===== config.mk =====
export PLATFORM = sky130hd
export DESIGN_NAME = page_replacement_fifo_lru_unit
export DESIGN_NICKNAME = d
export VERILOG_FILES = /design/src/sv/prf_pkg.sv /design/src/sv/prf_frame_store.sv /design/src/sv/prf_scan_unit.sv /design/src/sv/page_replacement_fifo_lru_unit.sv
export SDC_FILE = /design/constraint.sdc
export NUM_CORES = 1
export LEC_CHECK = 0
export BUFFER_PORTS_ARGS = -buffer_cell sky130_fd_sc_hd__buf_2
export CORE_MARGIN = 2
export CORE_UTILIZATION = 37
export DETAILED_ROUTE_END_ITERATION = 8
export GPL_ROUTABILITY_DRIVEN = 1
export PLACE_DENSITY_LB_ADDON = 0.3
export SYNTH_ARGS = -nofsm -noshare
export SYNTH_HDL_FRONTEND = slang
export SYNTH_HIERARCHICAL = 1
export SYNTH_SLANG_ARGS = --single-unit

===== constraint.sdc =====
create_clock -name clk -period 6.22 [get_ports clk]
set_input_delay 0.311 -clock clk [delete_from_list [all_inputs] [get_ports clk]]
set_output_delay 0.311 -clock clk [all_outputs]
set_load 0.01 [all_outputs]

===== src/sv/prf_pkg.sv =====
// Shared types, constants and helpers for the page replacement unit.
`timescale 1ns / 1ps
`default_nettype none
package prf_pkg;

    localparam int NUM_FRAMES  = 8;
    localparam int PAGE_BITS   = 16;
    localparam int IDX_W       = (NUM_FRAMES > 1) ? $clog2(NUM_FRAMES) : 1;
    localparam int CNT_W       = $clog2(NUM_FRAMES + 1);
    localparam int RANK_W      = IDX_W;
    localparam int PAGE_PORT_W = 16;
    localparam int TOTAL_W     = 16;
    localparam int FRAMES_CFG_W = 4;
    localparam int CFG_DATA_W  = 4;
    localparam int CFG_INDEX_W = 1;

    localparam logic [RANK_W-1:0]  RANK_MAX  = RANK_W'(NUM_FRAMES - 1);
    localparam logic [TOTAL_W-1:0] TOTAL_MAX = {TOTAL_W{1'b1}};

    localparam logic OPC_REFERENCE = 1'b0;
    localparam logic OPC_RESTART   = 1'b1;

    localparam logic POLICY_FIFO = 1'b0;
    localparam logic POLICY_LRU  = 1'b1;

    localparam logic [CFG_INDEX_W-1:0] CFG_POLICY_MODE   = 1'b0;
    localparam logic [CFG_INDEX_W-1:0] CFG_FRAMES_IN_USE = 1'b1;

    localparam logic [FRAMES_CFG_W-1:0] FRAMES_RESET = FRAMES_CFG_W'(8);

    typedef logic [IDX_W-1:0]     idx_t;
    typedef logic [CNT_W-1:0]     cnt_t;
    typedef logic [RANK_W-1:0]    rank_t;
    typedef logic [PAGE_BITS-1:0] page_t;

    typedef enum logic [1:0] {
        OP_CLEAR,
        OP_SCAN,
        OP_TOUCH,
        OP_IDLE
    } unit_op_t;

    typedef struct packed {
        logic  valid;
        page_t page;
        rank_t rank;
    } frame_t;

    typedef struct packed {
        logic  found;
        idx_t  hit_idx;
        logic  empty_found;
        idx_t  empty_idx;
        rank_t max_rank;
        idx_t  max_idx;
    } scan_status_t;

    typedef struct packed {
        logic  clear;
        logic  rank_we;
        idx_t  rank_idx;
        rank_t rank_val;
        logic  load_we;
        idx_t  load_idx;
        page_t load_page;
    } store_cmd_t;

    function automatic cnt_t active_frames(logic [FRAMES_CFG_W-1:0] fiu);
        cnt_t f;
        if (fiu == '0) begin
            f = CNT_W'(1);
        end else if (int'(fiu) > NUM_FRAMES) begin
            f = CNT_W'(NUM_FRAMES);
        end else begin
            f = CNT_W'(fiu);
        end
        return f;
    endfunction

endpackage
`default_nettype wire


===== src/sv/prf_frame_store.sv =====
// Frame registers: page, valid bit and recency rank per frame, one read index.
`timescale 1ns / 1ps
`default_nettype none
module prf_frame_store (
    input  wire                  clk,
    input  wire                  rst_n,
    input  prf_pkg::store_cmd_t  cmd,
    input  prf_pkg::idx_t        rd_idx,
    output prf_pkg::frame_t      rd_frame
);
    import prf_pkg::*;

    page_t page_reg  [NUM_FRAMES];
    rank_t rank_reg  [NUM_FRAMES];
    logic  valid_reg [NUM_FRAMES];

    always_ff @(posedge clk or negedge rst_n)
    begin
        if (!rst_n)
        begin
            for (int i = 0; i < NUM_FRAMES; i++)
            begin
                valid_reg[i] <= 1'b0;
                rank_reg[i]  <= '0;
            end
        end
        else if (cmd.clear)
        begin
            for (int i = 0; i < NUM_FRAMES; i++)
            begin
                valid_reg[i] <= 1'b0;
                rank_reg[i]  <= '0;
            end
        end
        else
        begin
            if (cmd.rank_we)
            begin
                rank_reg[cmd.rank_idx] <= cmd.rank_val;
            end
            if (cmd.load_we)
            begin
                valid_reg[cmd.load_idx] <= 1'b1;
            end
        end
    end

    always_ff @(posedge clk)
    begin
        if (cmd.load_we && !cmd.clear)
        begin
            page_reg[cmd.load_idx] <= cmd.load_page;
        end
    end

    assign rd_frame.valid = valid_reg[rd_idx];
    assign rd_frame.page  = page_reg[rd_idx];
    assign rd_frame.rank  = rank_reg[rd_idx];

endmodule
`default_nettype wire


===== src/sv/prf_scan_unit.sv =====
// Shared compare unit: hit, empty and oldest-rank search, and rank aging.
`timescale 1ns / 1ps
`default_nettype none
module prf_scan_unit (
    input  wire                    clk,
    input  wire                    rst_n,
    input  prf_pkg::unit_op_t      op,
    input  prf_pkg::idx_t          idx,
    input  prf_pkg::frame_t        frame,
    input  prf_pkg::page_t         page,
    input  prf_pkg::idx_t          target_idx,
    input  wire                    target_was_valid,
    input  prf_pkg::rank_t         target_rank,
    output prf_pkg::scan_status_t  status,
    output logic                   age_we,
    output prf_pkg::rank_t         age_rank
);
    import prf_pkg::*;

    scan_status_t status_reg;
    scan_status_t status_next;

    always_comb
    begin
        status_next = status_reg;
        unique case (op)
            OP_CLEAR:
            begin
                status_next = '0;
            end
            OP_SCAN:
            begin
                if (frame.valid && frame.page == page && !status_reg.found)
                begin
                    status_next.found   = 1'b1;
                    status_next.hit_idx = idx;
                end
                if (!frame.valid && !status_reg.empty_found)
                begin
                    status_next.empty_found = 1'b1;
                    status_next.empty_idx   = idx;
                end
                if (idx == '0 || frame.rank > status_reg.max_rank)
                begin
                    status_next.max_rank = frame.rank;
                    status_next.max_idx  = idx;
                end
            end
            OP_TOUCH, OP_IDLE:
            begin
                status_next = status_reg;
            end
            default:
            begin
                status_next = status_reg;
            end
        endcase
    end

    always_ff @(posedge clk or negedge rst_n)
    begin
        if (!rst_n)
        begin
            status_reg <= '0;
        end
        else
        begin
            status_reg <= status_next;
        end
    end

    assign status   = status_reg;
    assign age_we   = (op == OP_TOUCH) && (idx != target_idx) && frame.valid
                      && (!target_was_valid || frame.rank < target_rank)
                      && (frame.rank < RANK_MAX);
    assign age_rank = frame.rank + RANK_W'(1);

endmodule
`default_nettype wire


===== src/sv/page_replacement_fifo_lru_unit.sv =====
// Top level: reference sequencer, counters, configuration and result register.
// A page reference is handled in two walks over the F active frames, where
// F is the number of active frames (frames_in_use clamped to 1..8): the single
// compare unit walks the frames once to find a hit, an empty frame and the
// oldest rank, and walks them again to age the ranks, one frame per cycle.
// A restart clears frames and counters. The result sits in an output register,
// so a new beat is taken while the previous result still waits downstream.
`timescale 1ns / 1ps
`default_nettype none
module page_replacement_fifo_lru_unit (
    input  wire                                    clk,
    input  wire                                    rst_n,
    input  wire                                    cfg_we,
    input  wire  [prf_pkg::CFG_INDEX_W-1:0]        cfg_index,
    input  wire  [prf_pkg::CFG_DATA_W-1:0]         cfg_data,
    input  wire                                    in_valid,
    output logic                                   in_stall,
    input  wire                                    opcode,
    input  wire  [prf_pkg::PAGE_PORT_W-1:0]        page_number,
    output logic                                   out_valid,
    input  wire                                    out_stall,
    output logic                                   hit,
    output logic                                   evicted_valid,
    output logic [prf_pkg::PAGE_PORT_W-1:0]        evicted_page,
    output logic [prf_pkg::TOTAL_W-1:0]            fault_total,
    output logic [prf_pkg::TOTAL_W-1:0]            hit_total
);
    import prf_pkg::*;

    typedef enum logic [2:0] {
        S_IDLE,
        S_SCAN,
        S_PICK,
        S_READK,
        S_TOUCH,
        S_COMMIT,
        S_EMIT
    } state_t;

    state_t                  state_reg;
    idx_t                    idx_reg;
    idx_t                    k_reg;
    logic                    was_valid_reg;
    rank_t                   old_rank_reg;
    logic                    hit_flag_reg;
    logic                    ev_valid_reg;
    logic [PAGE_PORT_W-1:0]  ev_page_reg;
    page_t                   page_reg;
    idx_t                    ptr_reg;
    logic [TOTAL_W-1:0]      fault_cnt_reg;
    logic [TOTAL_W-1:0]      hit_cnt_reg;
    logic                    policy_reg;
    logic [FRAMES_CFG_W-1:0] fiu_reg;
    logic                    out_valid_reg;
    logic                    out_hit_reg;
    logic                    out_ev_valid_reg;
    logic [PAGE_PORT_W-1:0]  out_ev_page_reg;
    logic [TOTAL_W-1:0]      out_fault_reg;
    logic [TOTAL_W-1:0]      out_hit_total_reg;

    cnt_t          f;
    logic          last;
    logic          in_accept;
    logic          emit_load;
    idx_t          fifo_slot;
    cnt_t          slot_inc;
    idx_t          ptr_next;
    idx_t          k_next;
    idx_t          rd_idx;
    frame_t        rd_frame;
    store_cmd_t    cmd;
    unit_op_t      op;
    scan_status_t  status;
    logic          age_we;
    rank_t         age_rank;

    assign f         = active_frames(fiu_reg);
    assign last      = (CNT_W'(idx_reg) == f - CNT_W'(1));
    assign in_stall  = (state_reg != S_IDLE);
    assign in_accept = in_valid && !in_stall;
    assign emit_load = (state_reg == S_EMIT) && (!out_valid_reg || !out_stall);

    assign fifo_slot = (CNT_W'(ptr_reg) >= f) ? '0 : ptr_reg;
    assign slot_inc  = CNT_W'(fifo_slot) + CNT_W'(1);
    assign ptr_next  = (slot_inc >= f) ? '0 : IDX_W'(slot_inc);

    always_comb
    begin
        priority if (status.found)
        begin
            k_next = status.hit_idx;
        end
        else if (policy_reg == POLICY_FIFO)
        begin
            k_next = fifo_slot;
        end
        else if (status.empty_found)
        begin
            k_next = status.empty_idx;
        end
        else
        begin
            k_next = status.max_idx;
        end
    end

    assign rd_idx = (state_reg == S_READK) ? k_reg : idx_reg;

    always_comb
    begin
        unique case (state_reg)
            S_IDLE:  op = OP_CLEAR;
            S_SCAN:  op = OP_SCAN;
            S_TOUCH: op = OP_TOUCH;
            default: op = OP_IDLE;
        endcase
    end

    always_comb
    begin
        cmd           = '0;
        cmd.clear     = in_accept && (opcode == OPC_RESTART);
        cmd.load_idx  = k_reg;
        cmd.load_page = page_reg;
        cmd.load_we   = (state_reg == S_COMMIT) && !hit_flag_reg;
        if (state_reg == S_TOUCH)
        begin
            cmd.rank_we  = age_we;
            cmd.rank_idx = idx_reg;
            cmd.rank_val = age_rank;
        end
        else if (state_reg == S_COMMIT)
        begin
            cmd.rank_we  = 1'b1;
            cmd.rank_idx = k_reg;
            cmd.rank_val = '0;
        end
    end

    prf_frame_store u_store (
        .clk      (clk),
        .rst_n    (rst_n),
        .cmd      (cmd),
        .rd_idx   (rd_idx),
        .rd_frame (rd_frame)
    );

    prf_scan_unit u_scan (
        .clk              (clk),
        .rst_n            (rst_n),
        .op               (op),
        .idx              (idx_reg),
        .frame            (rd_frame),
        .page             (page_reg),
        .target_idx       (k_reg),
        .target_was_valid (was_valid_reg),
        .target_rank      (old_rank_reg),
        .status           (status),
        .age_we           (age_we),
        .age_rank         (age_rank)
    );

    always_ff @(posedge clk or negedge rst_n)
    begin
        if (!rst_n)
        begin
            policy_reg <= POLICY_FIFO;
            fiu_reg    <= FRAMES_RESET;
        end
        else if (cfg_we)
        begin
            unique case (cfg_index)
                CFG_POLICY_MODE:   policy_reg <= cfg_data[0];
                CFG_FRAMES_IN_USE: fiu_reg    <= cfg_data[FRAMES_CFG_W-1:0];
                default:           policy_reg <= policy_reg;
            endcase
        end
    end

    always_ff @(posedge clk or negedge rst_n)
    begin
        if (!rst_n)
        begin
            state_reg         <= S_IDLE;
            idx_reg           <= '0;
            k_reg             <= '0;
            was_valid_reg     <= 1'b0;
            old_rank_reg      <= '0;
            hit_flag_reg      <= 1'b0;
            ev_valid_reg      <= 1'b0;
            ev_page_reg       <= '0;
            page_reg          <= '0;
            ptr_reg           <= '0;
            fault_cnt_reg     <= '0;
            hit_cnt_reg       <= '0;
            out_valid_reg     <= 1'b0;
            out_hit_reg       <= 1'b0;
            out_ev_valid_reg  <= 1'b0;
            out_ev_page_reg   <= '0;
            out_fault_reg     <= '0;
            out_hit_total_reg <= '0;
        end
        else
        begin
            if (out_valid_reg && !out_stall && !emit_load)
            begin
                out_valid_reg <= 1'b0;
            end
            unique case (state_reg)
                S_IDLE:
                begin
                    if (in_accept)
                    begin
                        if (opcode == OPC_RESTART)
                        begin
                            fault_cnt_reg <= '0;
                            hit_cnt_reg   <= '0;
                            ptr_reg       <= '0;
                            hit_flag_reg  <= 1'b0;
                            ev_valid_reg  <= 1'b0;
                            ev_page_reg   <= '0;
                            state_reg     <= S_EMIT;
                        end
                        else
                        begin
                            page_reg  <= PAGE_BITS'(page_number);
                            idx_reg   <= '0;
                            state_reg <= S_SCAN;
                        end
                    end
                end
                S_SCAN:
                begin
                    if (last)
                    begin
                        state_reg <= S_PICK;
                    end
                    else
                    begin
                        idx_reg <= idx_reg + IDX_W'(1);
                    end
                end
                S_PICK:
                begin
                    k_reg        <= k_next;
                    hit_flag_reg <= status.found;
                    if (!status.found && policy_reg == POLICY_FIFO)
                    begin
                        ptr_reg <= ptr_next;
                    end
                    state_reg <= S_READK;
                end
                S_READK:
                begin
                    was_valid_reg <= rd_frame.valid;
                    old_rank_reg  <= rd_frame.rank;
                    ev_valid_reg  <= !hit_flag_reg && rd_frame.valid;
                    ev_page_reg   <= (!hit_flag_reg && rd_frame.valid)
                                     ? PAGE_PORT_W'(rd_frame.page) : '0;
                    idx_reg       <= '0;
                    state_reg     <= S_TOUCH;
                end
                S_TOUCH:
                begin
                    if (last)
                    begin
                        state_reg <= S_COMMIT;
                    end
                    else
                    begin
                        idx_reg <= idx_reg + IDX_W'(1);
                    end
                end
                S_COMMIT:
                begin
                    if (hit_flag_reg)
                    begin
                        if (hit_cnt_reg != TOTAL_MAX)
                        begin
                            hit_cnt_reg <= hit_cnt_reg + TOTAL_W'(1);
                        end
                    end
                    else if (fault_cnt_reg != TOTAL_MAX)
                    begin
                        fault_cnt_reg <= fault_cnt_reg + TOTAL_W'(1);
                    end
                    state_reg <= S_EMIT;
                end
                S_EMIT:
                begin
                    if (emit_load)
                    begin
                        out_valid_reg     <= 1'b1;
                        out_hit_reg       <= hit_flag_reg;
                        out_ev_valid_reg  <= ev_valid_reg;
                        out_ev_page_reg   <= ev_page_reg;
                        out_fault_reg     <= fault_cnt_reg;
                        out_hit_total_reg <= hit_cnt_reg;
                        state_reg         <= S_IDLE;
                    end
                end
                default:
                begin
                    state_reg <= S_IDLE;
                end
            endcase
        end
    end

    assign out_valid     = out_valid_reg;
    assign hit           = out_hit_reg;
    assign evicted_valid = out_ev_valid_reg;
    assign evicted_page  = out_ev_page_reg;
    assign fault_total   = out_fault_reg;
    assign hit_total     = out_hit_total_reg;

endmodule
`default_nettype wire

Yosys cells after proc, flatten, opt, wreduce, memory -nomap -nowiden
Memory sizes are Yosys's and may differ from the RTL's.
Index checks and enable logic that the tools add are counted.
{ "classes": {"add_sub_neg": 6, "multipliers": 0, "div_mod_pow": 0, "n_lt_le_gt_ge": 11, "n_eq_ne": 29, "n_shift": 0, "mux": 63, "bitwise_logic": 8, "reduce_logical": 58} }
{ "ops": {"columns": ["operator", "count"], "rows": [
  ["16-bit two-way mux", 7],
  ["16-bit one-hot mux with 2 select lines", 3],
  ["3-bit two-way mux", 20],
  ["24-bit two-way mux", 2],
  ["16-bit by 1-bit adder with 16-bit output (second input constant)", 2],
  ["16-bit inequality test (second input constant)", 2],
  ["14-bit one-hot mux with 2 select lines", 1],
  ["24-bit bitwise mux", 1],
  ["3-bit one-hot mux with 7 select lines", 1],
  ["2-bit inequality test (second input constant)", 10],
  ["1-bit logical AND", 18],
  ["16-bit == test", 1],
  ["4-bit two-way mux", 4],
  ["8-bit two-way mux", 2],
  ["7-bit two-way mux", 2],
  ["4-bit greater-or-equal comparator (second input constant)", 3],
  ["3-bit inverter with 4-bit output", 3],
  ["2-bit AND reduction", 6],
  ["4-bit AND reduction", 3],
  ["1-bit logical NOT", 10],
  ["1-bit two-way mux", 10],
  ["2-bit by 1-bit inequality test with 1-bit output (second input constant)", 5],
  ["5-bit AND reduction", 2],
  ["2-bit nonzero test", 5],
  ["35 further kinds", 52]
]} }
{ "word_totals": {"reg_bits": 184, "latch_bits": 0, "ram_bits": 128, "romBits": 0, "input_bits": 27, "output_inout_bits": 52, "elab_cells": 218, "n_memories": 1} }
{ "mem_list": {"columns": ["memory", "words", "word_bits", "read_ports", "rd_clocked_by_memory_dff", "write_ports", "line", "text"], "rows": [
  ["u_store.page_reg", 8, 16, 1, 0, 1, "prf_frame_store.sv:13", "page_t page_reg [NUM_FRAMES];"]
]} }

Depth between registers and ports, before layout
{ "logic_depth": {"depth_word": 19, "depth_mapped": 18, "mapped_depth_nobuf": 15} }

By module
The synthesis kept the hierarchy.
{ "by_module_without_submodules": {"columns": ["module", "n_inst", "cells_per_inst", "area_per_inst_um2", "seq_area_each_um2"], "rows": [
  ["prf_frame_store", 1, 315, 6570.1, 4644.5],
  ["page_replacement_fifo_lru_unit", 1, 548, 6446.2, 3454.6],
  ["prf_scan_unit", 1, 105, 1033.5, 350.3]
]} }

Worst setup path before layout
No wires, ideal clock.
{ "synth_timing": {"path_type": "reg-to-reg", "start": "register state_reg[2]", "end": "register u_store/rank_reg[21] (netlist bit)", "setup_ps": 132, "arrival_ps": 4086, "t_required_ps": 6088, "setup_slack_ps": 2002, "stages_incl_launch_ff": 19, "n_path_buf": 3, "synth_period_minus_slack_ps": 4218, "cell_sequence": "dfrtp_1 buf_6 and2b_1 nand2_2 mux2_2 buf_6 buf_6 mux4_1 mux2_2 ha_1 a21boi_0 o21a_1 o21ai_0 o311a_1 nor2_1 nor2_1 nor4b_2 mux2i_1 nor2_1"} }
{ "synth_lines": {"columns": ["item", "line", "text"], "rows": [
  ["from (decl)", "page_replacement_fifo_lru_unit.sv:40", "state_t state_reg;"],
  ["from (signal assigned)", "page_replacement_fifo_lru_unit.sv:184", "state_reg <= S_IDLE;"],
  ["from (signal assigned)", "page_replacement_fifo_lru_unit.sv:222", "state_reg <= S_EMIT;"],
  ["from (signal assigned)", "page_replacement_fifo_lru_unit.sv:228", "state_reg <= S_SCAN;"],
  ["to (signal, indexed assignment)", "prf_frame_store.sv:39", "rank_reg[cmd.rank_idx] <= cmd.rank_val;"],
  ["to (decl)", "prf_frame_store.sv:14", "rank_t rank_reg [NUM_FRAMES];"]
]} }

==> qor.yml <==
timing:
  fin_crit_ns: 5.04
  fin_skew_ns: 0.0154
  fin_crit_sh: 0.810
  rsz0062_at_grt: "false"
  fmax_mhz: 198
  finalSetupTns_ns: 0
  final_hold_viol_count: 0
  setup_viol: 0
  finalMaxSlewViolations: 0
  worst_pin_slew_ns: 1.05
  relSlewSlack: 0.298
global_routing:
  grt_pass1_wl_um: 48500
  first_global_vias: 8465
  gr-total-overflow: 0
  groute.usage.overall: 0.159
  grt_max_degree: 107
  antenna_found_initial: 1
detailed_routing:
  wl_per_cell_um: 19.2
  drt_wl_total_um: 30800
  num_vias: 8380
  drc: 0
  drt.antenna.violating_nets: 0
  drt-pass1-iter-count: 6
  post_drt_via_cell_ratio: 5.22
  drt_iter0_drc: 475
final_layout:
  fin_area_um2: 16300
  nets: 1112
  largest_register_ffs: 128
  antenna_cells: 0
  synthToLayoutAreaGrowth_pct: 16.0
  drive_gt1_frac: 0.254
die:
  rows: 71
  die_w_um: 199
  core-area_um2: 37500
  io_pins: 79
  dieArea_um2: 39500
  die_h_um: 199
  initial_core_util: 0.375
clock_tree:
  numCtsBuffers: 36
  clk_latency_ns: 0.53
  cts_setup_buffers: 0
  cts_sinks: 312
  cts-resized-gates: 0
  clockBufferDepth: 3
  cts_tree: "yes"
  clockRootBuffer: "clkbuf_16"
  path_clk_slew_ns: 0.06
  htree_levels: 2
  hold_buffers: 12
power_and_ir_drop:
  p_leak_uw: 0.00701
  powerDensity_nw_per_um2: 432
  peakVddDrop_uv: 222
synth:
  ys_seq_area_frac: 0.601
  synth_compound_area_frac: 0.0635
  synth_edf_count: 128
  ys_top_cells_by_count: "dfrtp_1 (183), edfxtp_1 (128), mux2_2 (97)"
  yosys.area_share.simple: 0.0911
  synth_xor_area_frac: 0.0256
  postSynthAreaPerCell_um2: 14.5
  yosysTopAreaCell: "dfrtp_1"
  synth_top_family_by_area: "multiplexers"
  yosysMostFrequentCell: "dfrtp_1"
  ys.flop_type: "dfrtp_1"
  synthAdderAreaFrac: 0.0160
  async_flop_share: 0.590
  synth_area_leaders: "dfrtp_1 (33%), edfxtp_1 (27%), mux2_2 (7.8%)"
  ys_ff_latch: 312
  yosys_warnings: 6
  synth_nets: 1013
  syn_area_um2: 14000
  synth.area.mux_share: 0.178
  synth_top_area_frac: 0.326
  synth_cell_type_count: 76
  syn_inst: 968
place:
  detailed_place_hpwl_um: 19500
  place_congestion: 0.759
  port_buffers: 78
  postPlaceCellArea_um2: 15000
critical_path:
  required_ns: 6.62
  startpoint_type: "flip-flop"
  worstPathArrival_ns: 5.44
  cp_max_fo: 22
  worstSetupPathType: "reg2reg"
  end_kind: "flip-flop"
  reg2reg_slack_ns: 1.18
job:
  drv_cap: 0
run_status:
  status: "finished clean"
worst_hold_path:
  hold_class: "in2reg"
==> routing by layer <==
layer / GRT usage / vias to the layer above / share of wire
li1: - / 3900 / -
met1: 0.220 / 4282 / 0.47
met2: 0.261 / 148 / 0.47
met4: 0.0406 / 0 / 0.019
met3: 0.0236 / 50 / 0.034
met5: 0 / - / 0
==> area by class of cell <==
class | instances | area, um2
Clock buffer | 52 | 1050
Clock inverter | 14 | 154
Fill cell | 3377 | 21200
Inverter | 25 | 93.8
Multi-Input combinational cell | 589 | 5300
Sequential cell | 312 | 8450
Tap cell | 511 | 639
Timing Repair Buffer | 103 | 617
==> where the power goes <==
part	switching, uW	leakage (uW)	internal (uW)
clock	855	0.000591	1270
sequential	420	0.00363	2590
combinational	1010	0.00279	907
==> critical path, stage by stage, from the launching register on <==
cell and delay (ns):
dfrtp_1 0.78, and2b_1 0.28, nand2_2 0.19, mux2_2 0.58, mux4_1 0.60, mux2_2 0.34
ha_1 0.30, a21boi_0 0.13, o21a_1 0.18, o21ai_0 0.15, o311a_1 0.18, nor2_1 0.04
nor2_1 0.38, nor4b_2 0.48, mux2i_1 0.25, nor2_1 0.06
==> placed cells by master (no fill, tap or decap), types with 18 or more instances in the layout <==
cell,synthesis,routed
mux4_1,40,40
a22o_1,26,26
ha_1,18,18
nor2_1,64,64
edfxtp_1,128,128
buf_2,8,77
mux2_2,97,97
clkbuf_16,0,37
inv_1,25,25
nand2_1,49,49
dfrtp_1,183,183
o21ai_0,27,27
nand3_1,26,25
mux2i_1,36,36
xor2_1,28,28
==> metrics by stage <==
step	cells	util	hold WS [ns]	setup slack [ns]	total power [uW]
2_1_floorplan	968	-	0.0154	2.00	4400
3_3_place_gp	1528	0.400	0.456	1.29	4930
3_5_place_dp	1528	0.400	0.465	1.21	4980
4_1_cts	1606	0.435	0.00503	1.18	7140
5_1_grt	1606	0.435	0.0121	0.815	7430
6_report	1606	0.435	0.0216	1.18	7050
==> worst paths after layout <==
check                                           from                                to  cells after the start
setup / recovery            state_reg[0]$_DFFE_PN0P_  u_store/rank_reg[23]$_DFFE_PN0P_                     15
hold / removal                       page_number[12]          page_reg[12]$_DFFE_PN0P_                      2
setup reg to reg            state_reg[0]$_DFFE_PN0P_  u_store/rank_reg[23]$_DFFE_PN0P_                     15
hold reg to reg            hit_total[15]$_DFFE_PN0P_         hit_total[15]$_DFFE_PN0P_                      2
max in group asynchronous                      rst_n           page_reg[9]$_DFFE_PN0P_                      3
min in group asynchronous                      rst_n          hit_total[8]$_DFFE_PN0P_                      2
==> cell families after synthesis <==
kind of cell | count (synthesis)
buf+inv | 67
xor+xnor | 41
fa+ha+maj | 18
simple gates | 236
flops | 312
mux | 173
compound gates | 121
Power figures use the tool's default switching activity.
